--- config.mk ---
export PLATFORM = sky130hd
export DESIGN_NAME = probe_reply_gate_unit_flat
export DESIGN_NICKNAME = d
export VERILOG_FILES = /design/src/design/prg_pkg.sv /design/src/design/prg_req_if.sv /design/src/design/prg_rsp_if.sv /design/src/design/prg_cell.sv /design/src/design/probe_reply_gate_unit.sv /design/src/flat_wrapper.sv
export SDC_FILE = /design/constraint.sdc
export NUM_CORES = 2
export LEC_CHECK = 0
export BUFFER_PORTS_ARGS = -buffer_cell sky130_fd_sc_hd__buf_2
export CORE_MARGIN = 8
export CORE_UTILIZATION = 26
export DETAILED_ROUTE_END_ITERATION = 8
export PLACE_DENSITY = 0.47
export SLEW_MARGIN = 25
export SYNTH_ARGS = -nofsm -noshare
export SYNTH_HDL_FRONTEND = slang
export SYNTH_SLANG_ARGS = --single-unit
--- constraint.sdc ---
create_clock -name clock -period 9.7 [get_ports clock]
set_clock_uncertainty 0.15 [all_clocks]
set_input_delay 0.485 -clock clock [delete_from_list [all_inputs] [get_ports clock]]
set_output_delay 0.485 -clock clock [all_outputs]
set_load 0.03 [all_outputs]
--- src/design/prg_pkg.sv ---
`timescale 1ns / 1ps
`default_nettype none

package prg_pkg;

   // Default number of remembered sources.
   localparam int SLOTS_DEFAULT = 16;

   // Register reset values.
   localparam logic [31:0] REPLY_GAP_RESET = 32'd1000;

   // Configuration register indexes.
   localparam logic [2:0] CSR_GAME_ID      = 3'd0;
   localparam logic [2:0] CSR_IFACE_ENABLE = 3'd1;
   localparam logic [2:0] CSR_IFACE0_ADDR  = 3'd2;
   localparam logic [2:0] CSR_IFACE0_MASK  = 3'd3;
   localparam logic [2:0] CSR_IFACE1_ADDR  = 3'd4;
   localparam logic [2:0] CSR_IFACE1_MASK  = 3'd5;
   localparam logic [2:0] CSR_REPLY_GAP    = 3'd6;

   // Verdict codes carried on the result channel.
   typedef enum logic [1:0] {
      VERDICT_REPLY   = 2'd0,
      VERDICT_GAME    = 2'd1,
      VERDICT_REMOTE  = 2'd2,
      VERDICT_LIMITED = 2'd3
   } prg_verdict_type;

   // One remembered source: address, time of the last reply and a valid flag.
   typedef struct packed {
      logic [31:0] src;
      logic [31:0] stamp;
      logic        valid;
   } prg_entry_type;

endpackage

`default_nettype wire

--- src/design/prg_req_if.sv ---
`timescale 1ns / 1ps
`default_nettype none

// Probe channel: one item per discovery probe.
interface prg_req_if;
   logic        valid;
   logic        ready;
   logic [31:0] src_addr;
   logic [31:0] probe_game;
   logic [31:0] now_ms;

   modport source (output valid, output src_addr, output probe_game, output now_ms,
                   input ready);
   modport sink (input valid, input src_addr, input probe_game, input now_ms,
                 output ready);
endinterface

`default_nettype wire

--- src/design/prg_rsp_if.sv ---
`timescale 1ns / 1ps
`default_nettype none

// Decision channel: one item per probe.
interface prg_rsp_if;
   logic       valid;
   logic       ready;
   logic       reply;
   logic [1:0] verdict;

   modport source (output valid, output reply, output verdict, input ready);
   modport sink (input valid, input reply, input verdict, output ready);
endinterface

`default_nettype wire

--- src/design/prg_cell.sv ---
`timescale 1ns / 1ps
`default_nettype none

// One table cell. During a scan it takes the entry of its downstream
// neighbor; a direct write loads a new source into it.
module prg_cell (
   input  wire logic                   clock,
   input  wire logic                   reset,
   input  wire logic                   shift_en,
   input  wire prg_pkg::prg_entry_type shift_in,
   input  wire logic                   write_en,
   input  wire prg_pkg::prg_entry_type write_in,
   output prg_pkg::prg_entry_type      entry
);

   logic        valid_ff;
   logic [31:0] src_ff;
   logic [31:0] stamp_ff;

   // The valid flag is control state and clears on reset.
   always_ff @(posedge clock) begin
      if (reset) begin
         valid_ff <= 1'b0;
      end else if (write_en) begin
         valid_ff <= write_in.valid;
      end else if (shift_en) begin
         valid_ff <= shift_in.valid;
      end
   end

   // Address and time are payload and only move with the flag.
   always_ff @(posedge clock) begin
      if (write_en) begin
         src_ff   <= write_in.src;
         stamp_ff <= write_in.stamp;
      end else if (shift_en) begin
         src_ff   <= shift_in.src;
         stamp_ff <= shift_in.stamp;
      end
   end

   assign entry.src   = src_ff;
   assign entry.stamp = stamp_ff;
   assign entry.valid = valid_ff;

endmodule

`default_nettype wire

--- src/design/probe_reply_gate_unit.sv ---
// Probe reply gate: takes one discovery probe (source address, game id, time
// in ms) and returns one decision: other game, source not on an enabled local
// subnet, rate limited, or reply. The game and subnet checks finish in the
// cycle the probe is taken, so a filtered probe goes straight to ST_DONE and
// then to the output register once it is free. A probe that passes them
// rotates the source table once through its ring of SLOTS cells, one cell per
// cycle, with the address compare and the wrapping time check at the head
// cell; then ST_FILL refills the entry at the replacement pointer for a new
// source. The next probe is taken in the cycle after the result is loaded
// into the output register. The table needs no clearing after reset. The
// user writes configuration through csr_* only while no probe is in flight;
// the block itself does not enforce this.
`timescale 1ns / 1ps
`default_nettype none

module probe_reply_gate_unit #(
   parameter int SLOTS = prg_pkg::SLOTS_DEFAULT
) (
   input  wire logic        clock,
   input  wire logic        reset,
   prg_req_if.sink          req_chan,
   prg_rsp_if.source        rsp_chan,
   input  wire logic        csr_we,
   input  wire logic [2:0]  csr_index,
   input  wire logic [31:0] csr_wdata
);

   localparam int PTR_W = (SLOTS > 1) ? $clog2(SLOTS) : 1;

   typedef enum logic [1:0] {
      ST_IDLE,
      ST_SCAN,
      ST_FILL,
      ST_DONE
   } state_type;

   // Configuration registers.
   logic [31:0] game_id_ff;
   logic [1:0]  iface_enable_ff;
   logic [31:0] iface0_addr_ff;
   logic [31:0] iface0_mask_ff;
   logic [31:0] iface1_addr_ff;
   logic [31:0] iface1_mask_ff;
   logic [31:0] reply_gap_ff;

   // Control and result registers.
   state_type                state_ff;
   logic [PTR_W-1:0]         step_ff;
   logic [PTR_W-1:0]         ptr_ff;
   logic                     found_ff;
   prg_pkg::prg_verdict_type verdict_ff;
   logic [31:0]              src_ff;
   logic [31:0]              now_ff;
   logic                     rsp_valid_ff;
   logic                     rsp_reply_ff;
   prg_pkg::prg_verdict_type rsp_verdict_ff;

   // Table ring.
   prg_pkg::prg_entry_type cell_q  [SLOTS];
   prg_pkg::prg_entry_type shift_d [SLOTS];
   prg_pkg::prg_entry_type head_mod;
   prg_pkg::prg_entry_type new_entry;
   logic [SLOTS-1:0]       write_en;

   logic        req_take;
   logic        game_ok;
   logic        local_ok;
   logic        head_hit;
   logic        gap_ok;
   logic [31:0] age;
   logic        last_step;
   logic        out_free;

   // Configuration writes; indexes past the list are ignored.
   always_ff @(posedge clock) begin
      if (reset) begin
         game_id_ff      <= '0;
         iface_enable_ff <= '0;
         iface0_addr_ff  <= '0;
         iface0_mask_ff  <= '0;
         iface1_addr_ff  <= '0;
         iface1_mask_ff  <= '0;
         reply_gap_ff    <= prg_pkg::REPLY_GAP_RESET;
      end else if (csr_we) begin
         case (csr_index)
            prg_pkg::CSR_GAME_ID:      game_id_ff      <= csr_wdata;
            prg_pkg::CSR_IFACE_ENABLE: iface_enable_ff <= csr_wdata[1:0];
            prg_pkg::CSR_IFACE0_ADDR:  iface0_addr_ff  <= csr_wdata;
            prg_pkg::CSR_IFACE0_MASK:  iface0_mask_ff  <= csr_wdata;
            prg_pkg::CSR_IFACE1_ADDR:  iface1_addr_ff  <= csr_wdata;
            prg_pkg::CSR_IFACE1_MASK:  iface1_mask_ff  <= csr_wdata;
            prg_pkg::CSR_REPLY_GAP:    reply_gap_ff    <= csr_wdata;
            default: ;
         endcase
      end
   end

   // Game and subnet checks on the incoming probe.
   assign req_take = req_chan.valid && (state_ff == ST_IDLE);
   assign game_ok  = (req_chan.probe_game == game_id_ff);
   assign local_ok =
      (iface_enable_ff[0] && (((iface0_addr_ff ^ req_chan.src_addr) & iface0_mask_ff) == '0)) ||
      (iface_enable_ff[1] && (((iface1_addr_ff ^ req_chan.src_addr) & iface1_mask_ff) == '0));

   // Head cell compare: first valid entry with this source decides the gap.
   assign head_hit  = (state_ff == ST_SCAN) && !found_ff && cell_q[0].valid &&
                      (cell_q[0].src == src_ff);
   assign age       = now_ff - cell_q[0].stamp;
   assign gap_ok    = (age >= reply_gap_ff);
   assign last_step = (step_ff == PTR_W'(SLOTS - 1));

   // The head entry re-enters at the tail, with a fresh time when answered.
   always_comb begin
      head_mod = cell_q[0];
      if (head_hit && gap_ok) begin
         head_mod.stamp = now_ff;
      end
   end

   assign new_entry.src   = src_ff;
   assign new_entry.stamp = now_ff;
   assign new_entry.valid = 1'b1;

   // Ring of cells; after SLOTS shifts every entry is back in its own cell.
   for (genvar k = 0; k < SLOTS; k++) begin : g_cell
      if (k == SLOTS - 1) begin : g_tail
         assign shift_d[k] = head_mod;
      end else begin : g_body
         assign shift_d[k] = cell_q[k+1];
      end

      assign write_en[k] = (state_ff == ST_FILL) && !found_ff && (ptr_ff == PTR_W'(k));

      prg_cell u_cell (
         .clock    (clock),
         .reset    (reset),
         .shift_en (state_ff == ST_SCAN),
         .shift_in (shift_d[k]),
         .write_en (write_en[k]),
         .write_in (new_entry),
         .entry    (cell_q[k])
      );
   end

   assign out_free = !rsp_valid_ff || rsp_chan.ready;

   // Sequencer and output register.
   always_ff @(posedge clock) begin
      if (reset) begin
         state_ff       <= ST_IDLE;
         step_ff        <= '0;
         ptr_ff         <= '0;
         found_ff       <= 1'b0;
         verdict_ff     <= prg_pkg::VERDICT_REPLY;
         src_ff         <= '0;
         now_ff         <= '0;
         rsp_valid_ff   <= 1'b0;
         rsp_reply_ff   <= 1'b0;
         rsp_verdict_ff <= prg_pkg::VERDICT_REPLY;
      end else begin
         if (rsp_valid_ff && rsp_chan.ready) begin
            rsp_valid_ff <= 1'b0;
         end
         case (state_ff)
            ST_IDLE: begin
               if (req_take) begin
                  src_ff   <= req_chan.src_addr;
                  now_ff   <= req_chan.now_ms;
                  found_ff <= 1'b0;
                  step_ff  <= '0;
                  if (!game_ok) begin
                     verdict_ff <= prg_pkg::VERDICT_GAME;
                     state_ff   <= ST_DONE;
                  end else if (!local_ok) begin
                     verdict_ff <= prg_pkg::VERDICT_REMOTE;
                     state_ff   <= ST_DONE;
                  end else begin
                     state_ff <= ST_SCAN;
                  end
               end
            end
            ST_SCAN: begin
               if (head_hit) begin
                  found_ff   <= 1'b1;
                  verdict_ff <= gap_ok ? prg_pkg::VERDICT_REPLY : prg_pkg::VERDICT_LIMITED;
               end
               step_ff <= step_ff + 1'b1;
               if (last_step) begin
                  state_ff <= ST_FILL;
               end
            end
            ST_FILL: begin
               // A new source takes the entry at the pointer, which then moves on.
               if (!found_ff) begin
                  verdict_ff <= prg_pkg::VERDICT_REPLY;
                  ptr_ff     <= (ptr_ff == PTR_W'(SLOTS - 1)) ? '0 : ptr_ff + 1'b1;
               end
               state_ff <= ST_DONE;
            end
            ST_DONE: begin
               if (out_free) begin
                  rsp_valid_ff   <= 1'b1;
                  rsp_reply_ff   <= (verdict_ff == prg_pkg::VERDICT_REPLY);
                  rsp_verdict_ff <= verdict_ff;
                  state_ff       <= ST_IDLE;
               end
            end
            default: begin
               state_ff <= ST_IDLE;
            end
         endcase
      end
   end

   assign req_chan.ready   = (state_ff == ST_IDLE);
   assign rsp_chan.valid   = rsp_valid_ff;
   assign rsp_chan.reply   = rsp_reply_ff;
   assign rsp_chan.verdict = rsp_verdict_ff;

endmodule

`default_nettype wire

--- src/flat_wrapper.sv ---
// flat-port wrapper written by rule: the top's interface ports become plain ports
module probe_reply_gate_unit_flat 
#(
   parameter int SLOTS = prg_pkg::SLOTS_DEFAULT
)
  (clock, reset, csr_we, csr_index, csr_wdata, req_chan_valid, req_chan_src_addr, req_chan_probe_game, req_chan_now_ms, req_chan_ready, rsp_chan_valid, rsp_chan_reply, rsp_chan_verdict, rsp_chan_ready);
  prg_req_if req_chan_i ();
  prg_rsp_if rsp_chan_i ();
  input  wire logic clock;
  input  wire logic reset;
  input  wire logic csr_we;
  input  wire logic [2:0] csr_index;
  input  wire logic [31:0] csr_wdata;
  input wire logic [$bits(req_chan_i.valid)-1:0] req_chan_valid;
  input wire logic [$bits(req_chan_i.src_addr)-1:0] req_chan_src_addr;
  input wire logic [$bits(req_chan_i.probe_game)-1:0] req_chan_probe_game;
  input wire logic [$bits(req_chan_i.now_ms)-1:0] req_chan_now_ms;
  output wire logic [$bits(req_chan_i.ready)-1:0] req_chan_ready;
  output wire logic [$bits(rsp_chan_i.valid)-1:0] rsp_chan_valid;
  output wire logic [$bits(rsp_chan_i.reply)-1:0] rsp_chan_reply;
  output wire logic [$bits(rsp_chan_i.verdict)-1:0] rsp_chan_verdict;
  input wire logic [$bits(rsp_chan_i.ready)-1:0] rsp_chan_ready;
  assign req_chan_i.valid = req_chan_valid;
  assign req_chan_i.src_addr = req_chan_src_addr;
  assign req_chan_i.probe_game = req_chan_probe_game;
  assign req_chan_i.now_ms = req_chan_now_ms;
  assign req_chan_ready = req_chan_i.ready;
  assign rsp_chan_valid = rsp_chan_i.valid;
  assign rsp_chan_reply = rsp_chan_i.reply;
  assign rsp_chan_verdict = rsp_chan_i.verdict;
  assign rsp_chan_i.ready = rsp_chan_ready;
  probe_reply_gate_unit #(.SLOTS(SLOTS)) u_core (.clock(clock), .reset(reset), .req_chan(req_chan_i), .rsp_chan(rsp_chan_i), .csr_we(csr_we), .csr_index(csr_index), .csr_wdata(csr_wdata));
endmodule
==> run_results.csv <==
group,metric,value,unit
synth,synthDistinctLibCells,65,
worst_setup_path,required,10.06,ns
floorplan,initial_core_util,26.2,%
cts,htreeDepth,4,
drt,route.detailed.drc,0,
global_route,grt_use_total,14.0,%
synth,synth_edf_count,1024,
run_status,status,"completed",
cells_and_area,drive_above_1_share,33.2,%
cts,clk_pin_slew,0.06,ns
worst_setup_path,crit_arrival,6.50,ns
synth,synthCells,4143,
synth,ys_async_sr_fraction,0,%
cts,cts_tree,"done",
cts,root_buffer,"clkbuf_16",
pwr,ir_worst_vdd,0.000189,V
hold_path,hp-class,"primary input to register",
global_route,overflow,0,
synth,yosysSeqAreaShare,63.5,%
sta,fin_crit,6.14,ns
cells_and_area,fill_cells,22172,
global_route,grt_first_pass_wirelength,249,mm
sta,rsz0062_at_grt,"false",
cells_and_area,area_delta_synth_final,16.6,%
global_route,grt_max_degree,173,
sta,hold_violations,0,
floorplan,die_h,486,um
cts,clkLatencyLatePin,0.78,ns
floorplan,io_pins,141,
run,drv_cap,0,
worst_setup_path,worstSetupEndpointType,"register",
drt,dr.pass1.iters,5,
drt,vias,33710,
sta,setup_ws,3.56,ns
drt,drtIter0Drc,2343,
sta,slew_violations,0,
global_route,antenna_found_initial,4,
drt,wl_per_cell,23.3,um
pwr,p_leak,23.2,nW
sta,worstMarginPinSlew,1.08,ns
cts,cts_made_buffers,150,
sta,max_slew_margin,28.0,%
drt,via_per_inst,4.57,
global_route,first_global_vias,34580,
pwr,power.density,282,nW/um2
cts,cts_resized,0,
cts,cts_sinks,1315,
synth,synth_area,57600,um2
sta,finalSetupTns,0,ns
sta,setup_violations,0,
sta,clock.fmax,0.163,GHz
floorplan,rows,172,
place,gp_congestion,0.815,
worst_setup_path,path_class,"register to register",
synth,postSynthAreaPerCell,13.9,um2
floorplan,core,220000,um2
floorplan,die_w,486,um
place,pre_cts_ws,3.64,ns
synth,synthFlopType,"edfxtp_1",
worst_setup_path,path_max_fanout,32,
drt,routed_wl,172,mm
place,io_buffers,140,
worst_setup_path,cp-start-kind,"register",
synth,syn_nets,4352,
synth,yosys_warnings,0,
place,hpwl,97.0,mm
synth,ys_ff_latch,1315,
pwr,totalPowerFinal,18.9,mW
drt,final_antenna_net_count,0,
floorplan,die_area,237000,um2
cts,cts_buffer_depth,3,
sta,period_share,63.3,%
cells_and_area,nets,4501,
-- through the flow --
stage	hold WS, ns	std cells	util [%]	cell area, um2
after floorplan	0.286	4143	-	57600
after global placement	0.292	7003	28.0	61500
after detailed placement	0.296	7003	28.0	61500
after CTS	0.0245	7369	30.5	67100
after global routing	0.0154	7370	30.5	67100
final	0.0293	7372	30.5	67100
-- registers in the layout (all words and copies together) (netlist names), 2 cells and up --
signal,flops
u_core.ptr_ff,4
u_core.g_cell.u_cell.stamp_ff,512
u_core.iface_enable_ff,2
u_core.reply_gap_ff,32
u_core.now_ff,32
u_core.src_ff,32
u_core.iface0_mask_ff,32
u_core.state_ff,2
u_core.game_id_ff,32
u_core.iface1_addr_ff,32
u_core.verdict_ff,2
u_core.step_ff,4
u_core.iface0_addr_ff,32
u_core.g_cell.u_cell.src_ff,512
u_core.rsp_chan.verdict,2
u_core.g_cell.u_cell.valid_ff,16
u_core.iface1_mask_ff,32
-- metal layers --
layer | global-route usage [%] | wire length, um | up-vias
li1 | - | - | 15499
met1 | 18.9 | 78700 | 17429
met2 | 24.0 | 84000 | 576
met3 | 2.08 | 5640 | 204
met4 | 3.20 | 3180 | 2
met5 | 0 | 11 | -
-- cells in the final DEF, fill, tap and decap left out, drive strengths merged, types with 6 or more instances in the layout --
cell,netlist,final
dfxtp,291,291
a21oi,308,308
clkinv,0,33
a21o,17,17
mux2i,16,16
mux2,1009,1009
clkbuf,242,228
or2,6,6
buf,58,202
nor4,14,14
xnor2,51,51
o21ai,38,38
nand3,15,15
a211oi,8,8
nor3,19,19
nand4,25,25
edfxtp,1024,1024
nand2,568,568
inv,80,88
nor2b,9,9
ha,72,72
a22oi,26,26
nand2b,26,26
xor2,107,107
nor2,51,51
dlygate4sd3,0,95
o211ai,9,9
-- cell type report --
cell class	count	area, um2	share of cell area (%)
flip-flops and latches	1315	36600	54.5
multi-input cells	2448	19800	29.4
clock buffers	228	4370	6.52
well taps	2958	3700	5.51
repair buffers	297	2140	3.19
inverters	80	300	0.447
clock inverters	43	274	0.408
diodes	3	7.51	0.0112
-- synthesized netlist by cell type (all sizes together), types with 4 or more instances --
cell,n,area share (%)
a211oi,8,0.10
a21o,17,0.22
a21oi,308,2.7
a22oi,26,0.34
a31oi,4,0.070
and3,5,0.054
buf,58,0.52
clkbuf,242,1.6
dfxtp,291,10
edfxtp,1024,53
ha,72,1.6
inv,80,0.52
mux2,1009,20
mux2i,16,0.28
nand2,568,3.7
nand2b,26,0.28
nand3,15,0.13
nand4,25,0.28
nor2,51,0.33
nor2b,9,0.098
nor3,19,0.17
nor4,14,0.15
o211ai,9,0.12
o21a,4,0.054
o21ai,38,0.33
o21bai,4,0.052
or2,6,0.070
xnor2,51,0.78
xor2,107,1.6
-- kinds of logic (layout without fill, tap and decap cells) --
group	Yosys count	after routing	share of synthesized area [%]
flip-flops	1315	1315	63.5
multiplexers	1025	1025	20.0
AND/OR/NAND/NOR	749	749	5.43
AO/OA/AOI/OAI	443	443	4.38
buffers and inverters	380	648	2.62
XOR/XNOR	158	158	2.40
adder cells (fa/ha/maj)	73	73	1.60
other	0	3	0
-- what timing repair did --
| action | CTS | global route |
|---|---|---|
| hold buffers | 95 | 0 |
| setup buffers | 0 | 0 |
| endpoints found under the hold margin | 256 | 0 |
-- power by group --
part	internal, mW	switching [mW]
sequential	8.37	0.562
clock	3.11	2.34
combinational	1.70	2.82
-- worst paths after layout --
check                           startpoint                                    end  slack [ns]  cells past startpoint
setup / recovery          u_core.now_ff[0]  u_core.g_cell[15].u_cell.stamp_ff[19]        3.56                     21
hold / removal                       reset                   u_core.game_id_ff[8]        0.03                      2
hold reg to reg   u_core.iface0_mask_ff[7]               u_core.iface0_mask_ff[7]        0.30                      2
setup reg to reg          u_core.now_ff[0]  u_core.g_cell[15].u_cell.stamp_ff[19]        3.56                     21
-- critical path, cell delays in order (launching register included) --
cell,delay (ns)
dfxtp_1,0.32
inv_1,0.33
ha_1,0.28
inv_1,0.07
fa_1,0.39
a21oi_1,0.22
nor3_1,0.11
o21bai_1,0.28
a211oi_1,0.15
or2_2,0.36
a41oi_1,0.38
o21ai_1,0.12
xor2_1,0.17
ha_1,0.30
nand4_1,0.10
nor3_1,0.08
a221oi_1,0.26
o21ai_0,0.14
a21o_1,0.21
a21oi_1,0.17
o21a_2,0.84
mux2_2,0.42
No activity file was read; power rests on OpenSTA's default activity.
